**src/pef_pkg.sv**
```systemverilog
// Shared types, constants and helper functions for the Prewitt edge filter.
`timescale 1ns / 1ps

package pef_pkg;

    localparam int MAX_WIDTH  = 1024;
    localparam int MAX_HEIGHT = 1024;
    localparam int PIXEL_BITS = 8;

    localparam int CFG_W   = 11;
    localparam int COL_W   = $clog2(MAX_WIDTH);
    localparam int ROW_W   = $clog2(MAX_HEIGHT);
    localparam int SUM_W   = PIXEL_BITS + 2;
    localparam int GRAD_W  = SUM_W + 1;
    localparam int INDEX_W = 2;

    localparam logic [CFG_W-1:0] WIDTH_RESET  = CFG_W'(640);
    localparam logic [CFG_W-1:0] HEIGHT_RESET = CFG_W'(480);

    // Register indexes of the configuration port.
    typedef enum logic [INDEX_W-1:0] {
        REG_IMAGE_WIDTH  = 2'd0,
        REG_IMAGE_HEIGHT = 2'd1,
        REG_EDGE_MODE    = 2'd2
    } cfg_index_t;

    typedef enum logic {
        MODE_VERTICAL   = 1'b0,
        MODE_HORIZONTAL = 1'b1
    } edge_mode_t;

    // Active configuration: the index of the last column and last row.
    typedef struct packed {
        logic [COL_W-1:0] col_last;
        logic [ROW_W-1:0] row_last;
        edge_mode_t       mode;
    } cfg_t;

    // One pixel after the line stores, with its position flags.
    typedef struct packed {
        logic                  valid;
        logic                  produce;
        logic                  last;
        logic [PIXEL_BITS-1:0] top;
        logic [PIXEL_BITS-1:0] mid;
        logic [PIXEL_BITS-1:0] bot;
    } stage_t;

    // Clamps a size to 3..MAX_WIDTH and returns the index of the last column.
    function automatic logic [COL_W-1:0] width_last(input logic [CFG_W-1:0] v);
        logic [COL_W-1:0] r;
        if (v < CFG_W'(3)) begin
            r = COL_W'(2);
        end
        else if (v > CFG_W'(MAX_WIDTH)) begin
            r = COL_W'(MAX_WIDTH - 1);
        end
        else begin
            r = COL_W'(v - CFG_W'(1));
        end
        return r;
    endfunction

    // Clamps a size to 3..MAX_HEIGHT and returns the index of the last row.
    function automatic logic [ROW_W-1:0] height_last(input logic [CFG_W-1:0] v);
        logic [ROW_W-1:0] r;
        if (v < CFG_W'(3)) begin
            r = ROW_W'(2);
        end
        else if (v > CFG_W'(MAX_HEIGHT)) begin
            r = ROW_W'(MAX_HEIGHT - 1);
        end
        else begin
            r = ROW_W'(v - CFG_W'(1));
        end
        return r;
    endfunction

endpackage

```
**src/pef_cfg_regs.sv**
```systemverilog
// Configuration registers of the Prewitt edge filter.
`timescale 1ns / 1ps

module pef_cfg_regs (
    input  logic                       clk,
    input  logic                       rst_n,
    input  logic                       cfg_valid,
    output logic                       cfg_ready,
    input  logic [pef_pkg::INDEX_W-1:0] cfg_index,
    input  logic [pef_pkg::CFG_W-1:0]  cfg_data,
    output pef_pkg::cfg_t              cfg
);
    import pef_pkg::*;

    logic [COL_W-1:0] col_last_reg;
    logic [ROW_W-1:0] row_last_reg;
    edge_mode_t       mode_reg;

    assign cfg_ready = 1'b1;

    // Sizes are stored already clamped, as the index of the last column or row.
    always_ff @(posedge clk or negedge rst_n)
    begin
        if (!rst_n) begin
            col_last_reg <= width_last(WIDTH_RESET);
            row_last_reg <= height_last(HEIGHT_RESET);
            mode_reg     <= MODE_VERTICAL;
        end
        else if (cfg_valid && cfg_ready) begin
            case (cfg_index_t'(cfg_index))
                REG_IMAGE_WIDTH:  col_last_reg <= width_last(cfg_data);
                REG_IMAGE_HEIGHT: row_last_reg <= height_last(cfg_data);
                REG_EDGE_MODE:    mode_reg     <= edge_mode_t'(cfg_data[0]);
                default:          ;
            endcase
        end
    end

    assign cfg.col_last = col_last_reg;
    assign cfg.row_last = row_last_reg;
    assign cfg.mode     = mode_reg;

endmodule

```
**config.mk**
```make
export PLATFORM = sky130hd
export DESIGN_NAME = pef_cfg_regs
export DESIGN_NICKNAME = d
export VERILOG_FILES = /design/src/pef_pkg.sv /design/src/pef_cfg_regs.sv
export SDC_FILE = /design/constraint.sdc
export NUM_CORES = 1
export LEC_CHECK = 0
export BUFFER_PORTS_ARGS = -buffer_cell sky130_fd_sc_hd__buf_2
export CAP_MARGIN = 20
export CORE_ASPECT_RATIO = 1.1
export CORE_MARGIN = 2
export CORE_UTILIZATION = 25
export DETAILED_ROUTE_END_ITERATION = 7
export GPL_TIMING_DRIVEN = 0
export PLACE_DENSITY = 0.42
export SETUP_SLACK_MARGIN = 0.4
export SYNTH_ARGS = -nofsm -noshare
export SYNTH_HDL_FRONTEND = slang
export SYNTH_SLANG_ARGS = --single-unit
```
**constraint.sdc**
```tcl
create_clock -name clk -period 2.6 [get_ports clk]
set_clock_uncertainty 0.1 [all_clocks]
set_input_delay 0.13 -clock clk [delete_from_list [all_inputs] [get_ports clk]]
set_output_delay 0.13 -clock clk [all_outputs]
set_load 0.03 [all_outputs]
```
* Yosys cells after proc, flatten, opt, wreduce, memory -nomap -nowiden
Cells that the tools add are included.
Widths: inputs -> output; s select.
** Word-level totals
- Word-level logic and storage cells :: 14
- Output and inout port bits :: 22
- Bits of input ports :: 16
- Bits in registers :: 21
** Cells by class
- Reductions and logical operators :: 4
- Eq/ne operators :: 2
- $lt $le $gt $ge :: 2
- Mux-type cells :: 2
- $add $sub $neg :: 1
** Operators with widths (count)
- $mux 10 :: 2
- $gt 11x11->1 const B :: 1
- $lt 11x2->1 const B :: 1
- $sub 10x1->10 const B :: 1
- $reduce_and 2->1 :: 3
- $eq 2x1->1 const B :: 1
- $eq 2x2->1 const B :: 1
- $logic_not 2->1 :: 1

* Logic depth before layout (Yosys ltp)
- Depth after elaboration :: 3
- Mapped depth :: 6
- Gate-level depth less buffers :: 6

* Worst setup path before layout
OpenSTA, ideal clock, no wires.
- Path kind :: in2reg
- Start point :: input port cfg_data[0] in the netlist's numbering
- End point :: register col_last_reg[7]
- Library setup time :: 0.131 ns
- Stages :: 6
- Buffers on the path :: 0
- Path slack :: 0.996 ns
- Data arrival time :: 1.373 ns
- Data required time :: 2.369 ns
- Cell sequence :: inv_1 > ha_1 > or4b_1 > o31a_1 > nor2_4 > a211oi_1
** On the way
- Word-level cells in the longest chain between the ends :: 3
- Elaborated cells on any way between the ends :: 5
- Classes of those cells :: add/sub (1); order compare (2); mux (2)
** Ends and longest elaborated chain
- start: declaration :: RTL line pef_cfg_regs.sv:10 : input logic [pef_pkg::CFG_W-1:0] cfg_data,
- $sub 10x1->10 or $gt 11x11->1 (tied branches) :: RTL line pef_pkg.sv:59, pef_pkg.sv:55
- $mux 10 :: RTL line pef_pkg.sv:55 : else if (v > CFG_W'(MAX_WIDTH)) begin
- $mux 10 *
- end signal: assignment :: RTL line pef_cfg_regs.sv:25 : col_last_reg <= width_last(WIDTH_RESET);
- end signal: assignment :: RTL line pef_cfg_regs.sv:31 : REG_IMAGE_WIDTH: col_last_reg <= width_last(cfg_data);
- end: declaration :: RTL line pef_cfg_regs.sv:15 : logic [COL_W-1:0] col_last_reg;
Mark *: on every way between the ends. The rest lies on a longest branch, timed or not.
A chain may end at the register's enable or synchronous reset.

* Worst setup path in the final report
- Start point :: input port cfg_data[0] in the netlist's numbering
- End point :: register row_last_reg[5]
** On the way
- Word-level cells in the longest chain between the ends :: 3
- Elaborated cells on any way between the ends :: 5
- Classes of those cells :: add/sub (1); order compare (2); mux (2)
** Ends and longest elaborated chain
- $sub 10x1->10 or $gt 11x11->1 (tied branches) :: RTL line pef_pkg.sv:74, pef_pkg.sv:70
- $mux 10 :: RTL line pef_pkg.sv:70 : else if (v > CFG_W'(MAX_HEIGHT)) begin
- $mux 10 * :: RTL line pef_pkg.sv:67 : if (v < CFG_W'(3)) begin
- end signal: assignment :: RTL line pef_cfg_regs.sv:26 : row_last_reg <= height_last(HEIGHT_RESET);
- end signal: assignment :: RTL line pef_cfg_regs.sv:32 : REG_IMAGE_HEIGHT: row_last_reg <= height_last(cfg_data);
- end: declaration :: RTL line pef_cfg_regs.sv:16 : logic [ROW_W-1:0] row_last_reg;
Marked as above.

==> flow_summary.json <==
{
  "status": "completed",
  "start_util_pct": 26.2,
  "dpl.hpwl_um": 2310,
  "cts.sink_count": 21,
  "grt_setup_unrepaired": "false",
  "reg2reg_slack_ns": 1.59,
  "p_leak_nw": 0.610,
  "grt_overflow": 0,
  "intPower_w": 0.000613,
  "p_seq_share_pct": 46.0,
  "ys_seq_area_share_pct": 48.3,
  "required_ns": 2.63,
  "cp-endpoint": "row_last_reg[5]",
  "track_usage_pct": 12.7,
  "multi_input_area_sq_um": 547,
  "grt_max_degree": 22,
  "die_y_um": 74.5,
  "end_kind": "flip-flop",
  "core.rowCount": 25,
  "gp_congestion": 0.768,
  "regArea_sq_um": 546,
  "drtAntennaViolNets": 0,
  "grt_pass1_wl_um": 4730,
  "swShare_pct": 35.4,
  "synth_fp_nets": 136,
  "max_freq_ghz": 0.588,
  "postLayoutCoreUtil_pct": 33.2,
  "final_cell_mix": "buf_2, nor2_1, nand2_1, dfstp_2, o21ai_0",
  "wire_per_inst_um": 13.7,
  "fin_crit_sh_pct": 65.4,
  "setup_viol": 0,
  "syn2layout_area_growth_pct": 26.8,
  "cp-start-kind": "primary input",
  "clkPwrFrac_pct": 22.2,
  "cts_tree": "built",
  "cts_inserted_buffers": 3,
  "finalWorstSetupSlack_ns": 0.900,
  "synthesis.area_sq_um": 1130,
  "firstDrtPassIters": 4,
  "drc_errors": 0,
  "timing.rr.start": "col_last_reg[5]",
  "placed_area_sq_um": 1380,
  "syn_inst": 119,
  "pre_cts_ws_ns": 0.632,
  "final_cell_area_sq_um": 1430,
  "clockBufferDepth": 2,
  "worst_pin_slew_ns": 0.910,
  "antenna_found_initial": 0,
  "ys_seq_elements": 21,
  "p_comb_share_pct": 31.8,
  "die-area_sq_um": 5070,
  "port_buffers": 36,
  "crit_path_max_fanout": 6,
  "slew_headroom_pct": 39.2,
  "drtIter0Drc": 39,
  "power.density_nw_per_um2": 663,
  "min_period_ns": 1.70,
  "irDropWorstVdd_mv": 0.161,
  "die_w_um": 68.1,
  "wirelength_um": 2940,
  "via_per_inst": 4.66,
  "nets": 178,
  "hold_slack_ns": 0.0103,
  "clkTransAtPathRegs_ns": 0.07,
  "max-cap-violations": 0,
  "report.final.slew_viol_count": 0,
  "ys_warn_count": 0,
  "htree_levels": 1,
  "clk_latency_ns": 0.26,
  "ys_types": 32,
  "cts_root_buffer": "clkbuf_8",
  "rr_worst_depth": 2,
  "cts_resized": 0,
  "hold_start": "cfg_data[0]",
  "final_common_cell": "buf_2",
  "critPathKind": "in -> reg",
  "num_io_pins": 38,
  "hold_viol_final": 0,
  "drive_gt1_share_pct": 40.0,
  "worstPathArrival_ns": 1.73,
  "avgSynthCellArea_sq_um": 9.49,
  "fillers": 461,
  "grt_pass1_vias": 975,
  "startpoint": "cfg_data[0]",
  "vias": 998,
  "hold_path.class": "in -> reg",
  "num_antenna_cells": 0,
  "p_sw_w": 0.000337,
  "core-area_sq_um": 4320,
  "r2r-end": "col_last_reg[5]",
  "timing.setup.tns_ns": 0
}
==> how the worst min path moves through the flow <==
stage / end / slack (ns) / cells past startpoint
after global placement: row_last_reg[9] / 0.004 / 1
after detailed placement: row_last_reg[9] / 0.01 / 1
after global routing: col_last_reg[0] / 0.02 / 2
after CTS: col_last_reg[0] / 0.009 / 2
after floorplan: col_last_reg[7] / -0.27 / 0
final: col_last_reg[0] / 0.01 / 2
==> synthesized netlist by cell type (all sizes together) <==
library cell	count	area (sq um)
or2	1	6.26
nor3	1	5.00
a21oi	4	20.0
a211oi	8	60.1
o2111a	1	11.3
nand2	16	60.1
dfrtp	5	125
xor2	4	35.0
nand3	2	10.0
a21o	1	7.51
a31oi	2	12.5
nor4	1	21.3
nor3b	3	22.5
ha	1	12.5
or4b	1	10.0
conb	1	3.75
dfstp	16	420
buf	4	26.3
nand4b	1	8.76
a31o	1	8.76
inv	3	11.3
o31a	1	8.76
nor2	20	90.1
or3b	1	8.76
xnor2	2	17.5
nand4	1	6.26
o21ai	13	65.1
nand3b	1	7.51
mux2i	2	20.0
or4	1	7.51
==> per-layer routing <==
| metal | vias up | global-route usage, % | wire (um) |
|---|---|---|---|
| li1 | 499 | - | - |
| met1 | 463 | 16.9 | 1390 |
| met2 | 31 | 20.3 | 1340 |
| met3 | 5 | 1.66 | 147 |
| met4 | 0 | 6.00 | 61 |
| met5 | - | 0 | 0 |
==> worst max-delay path, cell delays in order <==
cell,delay [ns]
buf_2,0.14
inv_1,0.08
ha_1,0.24
or4b_1,0.51
o31a_1,0.34
nor2_4,0.17
a211oi_1,0.10
==> kinds of logic (layout without fill, tap and decap cells) <==
| logic type | Yosys count | in the layout | synth area share, % |
|---|---|---|---|
| AND/OR/NAND/NOR | 50 | 50 | 23.4 |
| AO/OA/AOI/OAI | 31 | 31 | 17.2 |
| flip-flops | 21 | 21 | 48.3 |
| buffers and inverters | 7 | 48 | 3.32 |
| XOR/XNOR | 6 | 6 | 4.65 |
| multiplexers | 2 | 2 | 1.77 |
| adder cells (fa/ha/maj) | 1 | 1 | 1.11 |
| other | 1 | 1 | 0.332 |
==> per-stage QoR <==
step	std cells	power, W
2_1_floorplan	119	0.000645
4_1_cts	214	0.000963
3_5_place_dp	209	0.000749
3_3_place_gp	209	0.000743
6_report	214	0.000950
5_1_grt	214	0.00100
==> layout make-up <==
| type | count | share of cell area (%) |
|---|---|---|
| multi-input cells | 91 | 38.2 |
| flip-flops and latches | 21 | 38.1 |
| repair buffers | 37 | 13.3 |
| well taps | 54 | 4.72 |
| clock buffers | 4 | 3.14 |
| plain buffers | 4 | 1.83 |
| inverters | 3 | 0.786 |
==> power groups by stage <==
stage | registers [W] | logic (W) | clock network, W
after floorplan | 0.000556 | 0.0000889 | 0
after global placement | 0.000442 | 0.000301 | 0
after detailed placement | 0.000443 | 0.000305 | 0
after CTS | 0.000438 | 0.000307 | 0.000219
after global routing | 0.000444 | 0.000331 | 0.000228
final | 0.000437 | 0.000302 | 0.000210
==> what timing repair did <==
item                      4_1_cts  5_1_grt
setup buffers                   0        0
hold buffers                    1        0
hold endpoints to repair        5        0
Power figures use the tool's default switching activity.
