==> config.mk <==
export PLATFORM = sky130hd
export DESIGN_NAME = pef_window
export DESIGN_NICKNAME = d
export VERILOG_FILES = /design/src/pef_pkg.sv /design/src/pef_window.sv
export SDC_FILE = /design/constraint.sdc
export NUM_CORES = 1
export LEC_CHECK = 0
export BUFFER_PORTS_ARGS = -buffer_cell sky130_fd_sc_hd__buf_2
export CAP_MARGIN = 30
export CORE_MARGIN = 2
export CORE_UTILIZATION = 53
export DETAILED_ROUTE_END_ITERATION = 8
export PLACE_DENSITY_LB_ADDON = 0.3
export SLEW_MARGIN = 15
export SYNTH_ARGS = -nofsm -noshare
export SYNTH_HDL_FRONTEND = slang
export SYNTH_SLANG_ARGS = --single-unit
==> constraint.sdc <==
create_clock -name clk -period 4.3 [get_ports clk]
set_clock_uncertainty 0.15 [all_clocks]
set_input_delay 0.215 -clock clk [delete_from_list [all_inputs] [get_ports clk]]
set_output_delay 0.215 -clock clk [all_outputs]
set_load 0.03 [all_outputs]
==> src/pef_pkg.sv <==
// Shared types, constants and helper functions for the Prewitt edge filter.
`timescale 1ns / 1ps

package pef_pkg;

    localparam int MAX_WIDTH  = 1024;
    localparam int MAX_HEIGHT = 1024;
    localparam int PIXEL_BITS = 8;

    localparam int CFG_W   = 11;
    localparam int COL_W   = $clog2(MAX_WIDTH);
    localparam int ROW_W   = $clog2(MAX_HEIGHT);
    localparam int SUM_W   = PIXEL_BITS + 2;
    localparam int GRAD_W  = SUM_W + 1;
    localparam int INDEX_W = 2;

    localparam logic [CFG_W-1:0] WIDTH_RESET  = CFG_W'(640);
    localparam logic [CFG_W-1:0] HEIGHT_RESET = CFG_W'(480);

    // Register indexes of the configuration port.
    typedef enum logic [INDEX_W-1:0] {
        REG_IMAGE_WIDTH  = 2'd0,
        REG_IMAGE_HEIGHT = 2'd1,
        REG_EDGE_MODE    = 2'd2
    } cfg_index_t;

    typedef enum logic {
        MODE_VERTICAL   = 1'b0,
        MODE_HORIZONTAL = 1'b1
    } edge_mode_t;

    // Active configuration: the index of the last column and last row.
    typedef struct packed {
        logic [COL_W-1:0] col_last;
        logic [ROW_W-1:0] row_last;
        edge_mode_t       mode;
    } cfg_t;

    // One pixel after the line stores, with its position flags.
    typedef struct packed {
        logic                  valid;
        logic                  produce;
        logic                  last;
        logic [PIXEL_BITS-1:0] top;
        logic [PIXEL_BITS-1:0] mid;
        logic [PIXEL_BITS-1:0] bot;
    } stage_t;

    // Clamps a size to 3..MAX_WIDTH and returns the index of the last column.
    function automatic logic [COL_W-1:0] width_last(input logic [CFG_W-1:0] v);
        logic [COL_W-1:0] r;
        if (v < CFG_W'(3)) begin
            r = COL_W'(2);
        end
        else if (v > CFG_W'(MAX_WIDTH)) begin
            r = COL_W'(MAX_WIDTH - 1);
        end
        else begin
            r = COL_W'(v - CFG_W'(1));
        end
        return r;
    endfunction

    // Clamps a size to 3..MAX_HEIGHT and returns the index of the last row.
    function automatic logic [ROW_W-1:0] height_last(input logic [CFG_W-1:0] v);
        logic [ROW_W-1:0] r;
        if (v < CFG_W'(3)) begin
            r = ROW_W'(2);
        end
        else if (v > CFG_W'(MAX_HEIGHT)) begin
            r = ROW_W'(MAX_HEIGHT - 1);
        end
        else begin
            r = ROW_W'(v - CFG_W'(1));
        end
        return r;
    endfunction

endpackage

==> src/pef_window.sv <==
// Window registers, Prewitt kernel and result register of the edge filter.
`timescale 1ns / 1ps

module pef_window (
    input  logic                          clk,
    input  logic                          rst_n,
    input  pef_pkg::cfg_t                 cfg,
    input  pef_pkg::stage_t               s1,
    output logic                          s1_adv,
    output logic                          out_valid,
    input  logic                          out_ready,
    output logic signed [pef_pkg::GRAD_W-1:0] gradient,
    output logic                          frame_last
);
    import pef_pkg::*;

    // Index 0..2: column c-2 top, mid, bottom; index 3..5: column c-1.
    logic [PIXEL_BITS-1:0] win_reg [6];
    logic [SUM_W-1:0]      pos_sum;
    logic [SUM_W-1:0]      neg_sum;
    logic [GRAD_W-1:0]     grad_next;
    logic                  out_valid_reg;
    logic [GRAD_W-1:0]     gradient_reg;
    logic                  frame_last_reg;

    assign s1_adv = s1.valid && (!s1.produce || !out_valid_reg || out_ready);

    always_comb
    begin
        case (cfg.mode)
            MODE_VERTICAL:
            begin
                pos_sum = SUM_W'(win_reg[0]) + SUM_W'(win_reg[1]) + SUM_W'(win_reg[2]);
                neg_sum = SUM_W'(s1.top) + SUM_W'(s1.mid) + SUM_W'(s1.bot);
            end
            MODE_HORIZONTAL:
            begin
                pos_sum = SUM_W'(win_reg[0]) + SUM_W'(win_reg[3]) + SUM_W'(s1.top);
                neg_sum = SUM_W'(win_reg[2]) + SUM_W'(win_reg[5]) + SUM_W'(s1.bot);
            end
            default:
            begin
                pos_sum = '0;
                neg_sum = '0;
            end
        endcase
        grad_next = GRAD_W'(pos_sum) - GRAD_W'(neg_sum);
    end

    always_ff @(posedge clk or negedge rst_n)
    begin
        if (!rst_n) begin
            for (int i = 0; i < 6; i++) begin
                win_reg[i] <= '0;
            end
        end
        else if (s1_adv) begin
            win_reg[0] <= win_reg[3];
            win_reg[1] <= win_reg[4];
            win_reg[2] <= win_reg[5];
            win_reg[3] <= s1.top;
            win_reg[4] <= s1.mid;
            win_reg[5] <= s1.bot;
        end
    end

    always_ff @(posedge clk or negedge rst_n)
    begin
        if (!rst_n) begin
            out_valid_reg <= 1'b0;
        end
        else if (s1_adv && s1.produce) begin
            out_valid_reg <= 1'b1;
        end
        else if (out_ready) begin
            out_valid_reg <= 1'b0;
        end
    end

    always_ff @(posedge clk)
    begin
        if (s1_adv && s1.produce) begin
            gradient_reg   <= grad_next;
            frame_last_reg <= s1.last;
        end
    end

    assign out_valid  = out_valid_reg;
    assign gradient   = $signed(gradient_reg);
    assign frame_last = frame_last_reg;

endmodule

Yosys cells after proc, flatten, opt, wreduce, memory -nomap -nowiden
Cells that the tools add are included.

storage, ports and cells
  register bits = 61
  bits in latches = 0
  bits in writable memories = 0
  ROM bits = 0
  bits of input ports = 51
  output and inout bits = 14
  logic and storage cells = 30
  memories kept = 0

cells by class
  add/sub/neg operators = 9
  multiply operators = 0
  divide/modulo/power cells = 0
  $lt $le $gt $ge = 0
  equal/unequal tests = 0
  shift operators = 0
  mux-type cells = 4
  bitwise logic cells = 1
  reduce and logical (&&, ||, !) cells = 7

operators with widths
  operator                             count
  adder 9 x 8 -> 10 bit                4
  one-hot mux 10 bit (2 select lines)  2
  adder 8 x 8 -> 9 bit                 4
  subtractor 10 x 10 -> 11 bit         1
  logical AND 1 bit                    2
  logical NOT 1 bit                    2
  logical OR 1 bit                     2
  two-way mux 1 bit                    2
  nonzero test 2 bit                   1
  NOT 1 bit                            1

Logic depth before layout (Yosys ltp)
  depth after elaboration = 6
  mapped depth = 18
  gate-level depth less buffers = 17

Worst setup path before layout
No wires, ideal clock.

  kind = register -> register
  start point = register win_reg[25] in the netlist's numbering
  end point = register gradient_reg[9] (netlist: gradient[9]), data pin
  library setup time = 262 ps
  data arrival time = 3,637 ps
  required time = 3,888 ps
  slack = 251 ps
  cell stages (with the launch flop) = 19
  clock period less this slack = 4,049 ps
  cell sequence = dfrtp_1 -> inv_1 -> fa_1 -> inv_1 -> ha_1 -> inv_1 -> fa_1 -> nor2b_4 -> o31a_1 -> o21a_1 -> or3_1 -> a31o_1 -> ha_1 -> clkbuf_1 -> and3_1 -> and3_1 -> a211oi_1 -> o21ai_1 -> xor2_1

between the ends
  longest elaborated chain between the ends = 4
  elaborated cells on any way between the ends = 6
  classes of those cells = add/sub (4); mux (2)

RTL lines
  item                                 RTL line          source
  from (decl)                          pef_window.sv:18  logic [PIXEL_BITS-1:0] win_reg [6];
  adder 8 x 8 -> 9 bit                 pef_window.sv:39  neg_sum = SUM_W'(win_reg[2]) + SUM_W'(win_reg[5]) + SUM_W'(s1.bot);
  adder 9 x 8 -> 10 bit                pef_window.sv:39
  one-hot mux 10 bit (2 select lines)  pef_window.sv:30  case (cfg.mode)
  subtractor 10 x 10 -> 11 bit *       pef_window.sv:47  grad_next = GRAD_W'(pos_sum) - GRAD_W'(neg_sum);
  net grad_next[9]                     pef_window.sv:21  logic [GRAD_W-1:0] grad_next;
  to (signal assigned)                 pef_window.sv:83  gradient_reg <= grad_next;
  to (decl)                            pef_window.sv:23  logic [GRAD_W-1:0] gradient_reg;

The timed path passes the listed nets; every way through them passes the cells marked *.
A chain may end at the register's enable or synchronous reset.

Worst setup path in the final report
Same ends and word-level chain as after synthesis.

==> summary.md <==
| Metric | Value |
|---|---|
| Max reg flops | `48` |
| R2r endpoint | `gradient[9]` |
| WS Path Type | `flip-flop to flip-flop` |
| Vias in the first global route | `3560` |
| Starting Density | `54.8%` |
| FF-to-FF Start | `win_reg[25]` |
| Worst Reg2Reg Path Length in Cells | `17` |
| Worst vdd ir | `316 uV` |
| Worst-Skew Late Latency | `0.35 ns` |
| Setup crit end kind | `flip-flop` |
| Syn Area/Cell | `11.0 sq um` |
| Largest net degree at the start of global routing | `46` |
| Initial antenna violation count | `0` |
| Final wirelength | `9950 um` |
| Number of flops mapped to enable cells by yosys | `12` |
| ANT cells | `0` |
| Post-route DRC | `0` |
| Die X-Extent | `99.2 um` |
| Leak | `2.45 nW` |
| GRT Overall Usage | `21.3%` |
| Final antenna-violating net count | `0` |
| Layout cell share with drive strength beyond 1 | `23.7%` |
| Fin util | `63.0%` |
| Setup violations, final | `0` |
| GPL Wtd Cong | `0.901` |
| Placement Cell Area | `0.00514 sq mm` |
| # fillers | `700` |
| Post-DP HPWL | `7870 um` |
| Reg-to-reg setup timing slack | `0.18 ns` |
| TNS Setup | `0 ns` |
| Post-Syn Area | `0.00480 sq mm` |
| Slew HR | `61.2%` |
| Sequential fraction of the synthesis area | `33.0%` |
| Root Driver | `clkbuf_8` |
| Ports | `65` |
| WHS Endpoint | `win_reg[16]` |
| Syn nets | `564` |
| Initial DRC count | `206` |
| DIE AREA | `0.00984 sq mm` |
| CP max FO | `3` |
| CTS tree | `built` |
| First-pass DRT Iterations | `5` |
| Clk sink count | `61` |
| Port buffer count | `44` |
| HP Start | `s1[16]` |
| Area Growth Syn to Fin | `15.0%` |
| Min Tclk post-route | `4.12 ns` |
| Detailed-route via count | `3488` |
| PD cells | `673 mW/mm^2` |
| Max-slew violation count | `0` |
| Startpoint Class | `flip-flop` |
| Yosys cell types | `52` |
| Max_cap viols | `0` |
| Layout net count | `624` |
| Max Buffers Root-to-Sink | `2` |
| #FFs+latches synth | `61` |
| YS warnings | `0` |
| Clock transition at path regs | `0.07 ns` |
| Hold WC Path Type | `input pin to flip-flop` |
| Vias/cell | `5.71` |
| First-pass GRT wire length | `16500 um` |
| Num CTS Buffers | `9` |
| Top FF cell, synth | `dfrtp_1` |
| Asr flop ratio synth | `80.3%` |
| Endpoints failing hold | `0` |
| Rows | `34` |
| Fmax | `243 MHz` |
| H-Tree Depth | `3` |
| Total gr overflow | `0` |
| Worst hold stages | `2` |
| Mapped Cells | `438` |
| Final Cell Area | `0.00552 sq mm` |
| Outcome | `complete, no violations` |
| CP required | `4.24 ns` |
| Worst-Margin Slew | `0.583 ns` |
| Die Span Y | `99.2 um` |
| WL per Instance | `16.3 um` |
| Fin crit share | `95.9%` |
| Core area | `0.00876 sq mm` |
| CP arrival | `4.06 ns` |
-- per-stage QoR --
stage                     total power, mW  setup WS [ns]  cells  hold WS (ns)
after floorplan                      2.65          0.251    438        -0.231
after global placement               3.09          0.218    578         0.244
after detailed placement             3.15          0.172    579        0.0790
after CTS                            3.67         0.0980    609        0.0234
after global routing                 4.02       -0.00131    611        0.0186
final                                3.71          0.176    611        0.0214
-- worst max-delay path by stage --
stage                     start     endpoint  slack [ns]
global placement          s1[1]  gradient[9]        0.22
floorplan           win_reg[25]  gradient[9]        0.25
finish              win_reg[25]  gradient[9]        0.18
detailed placement        s1[1]  gradient[9]        0.17
global route        win_reg[25]  gradient[9]      -0.001
CTS                       s1[9]  gradient[9]         0.1
-- cell families (layout without fill, tap and decap cells) --
group / after synthesis / after routing / synth area share, %
AO/OA/AOI/OAI: 108 / 108 / 14.9
XOR/XNOR: 15 / 15 / 2.74
adder cells (fa/ha/maj): 75 / 75 / 25.3
buffers and inverters: 51 / 116 / 4.12
flip-flops: 61 / 61 / 33.0
multiplexers: 47 / 47 / 10.9
AND/OR/NAND/NOR: 81 / 81 / 9.02
-- power by group --
part	internal, mW	switching [mW]
logic	1.05	1.32
registers	0.789	0.0721
clock network	0.272	0.217
-- cell type report --
class / instances / area (sq um) / share of cell area (%)
multi-input cells: 326 / 3060 / 55.4
flip-flops and latches: 61 / 1590 / 28.7
repair buffers: 63 / 410 / 7.44
clock buffers: 15 / 186 / 3.38
inverters: 37 / 139 / 2.52
well taps: 108 / 135 / 2.45
clock inverters: 1 / 5.00 / 0.0907
-- cells in the mapped netlist, drive strengths merged (6+ instances only) --
cell type  number  area (sq um)
nor2           20          75.1
nor2b           7          58.8
clkbuf          8          30.0
o21ai          33           165
nand2          16          60.1
nor3            8          40.0
o21a            7          52.6
xnor2           7          61.3
edfxtp         12           360
xor2            8          70.1
buf             6          28.8
a21oi          15          75.1
a211oi         13          97.6
inv            37           139
dfrtp          49          1230
fa             37           741
ha             38           475
a21o            9          67.6
mux2           42           473
-- worst max-delay path, cell delays in order, from the launching register on --
cell and delay (ns):
dfrtp_1 0.32, inv_1 0.08, fa_1 0.54, inv_1 0.05, ha_1 0.22, inv_1 0.09
fa_2 0.24, nor2b_4 0.05, o31a_1 0.27, o21a_1 0.19, or3_1 0.31, a31o_1 0.23
ha_1 0.30, and3_1 0.18, and3_1 0.20, a211oi_2 0.19, o21ai_1 0.10, xor2_1 0.15
-- timing repair --
action                                  in CTS  in global routing
hold endpoints to repair                    35                  0
setup buffers                                0                  2
hold buffers                                14                  0
resized for setup                            0                  8
endpoints found under the setup margin       0                  3
-- layout by cell type, fill, tap and decap left out, drive strengths merged, types with 5 or more instances in the layout --
| cell type | n |
|---|---|
| dfrtp | 49 |
| buf | 49 |
| mux2 | 42 |
| ha | 38 |
| inv | 37 |
| fa | 37 |
| o21ai | 33 |
| nor2 | 20 |
| nand2 | 16 |
| a21oi | 15 |
| clkbuf | 15 |
| dlygate4sd3 | 14 |
| a211oi | 13 |
| edfxtp | 12 |
| a21o | 9 |
| xor2 | 8 |
| nor3 | 8 |
| xnor2 | 7 |
| o21a | 7 |
| nor2b | 7 |
| o31a | 5 |
| mux2i | 5 |
| or3 | 5 |
-- per-layer routing --
layer	GRT usage, %	routed length, um	up-vias
met3	4.64	395	11
met4	4.32	79	0
li1	-	-	1688
met1	28.9	4620	1697
met2	35.8	4850	92
met5	0	0	-
Note: power is estimated with default switching activity, not from simulation.
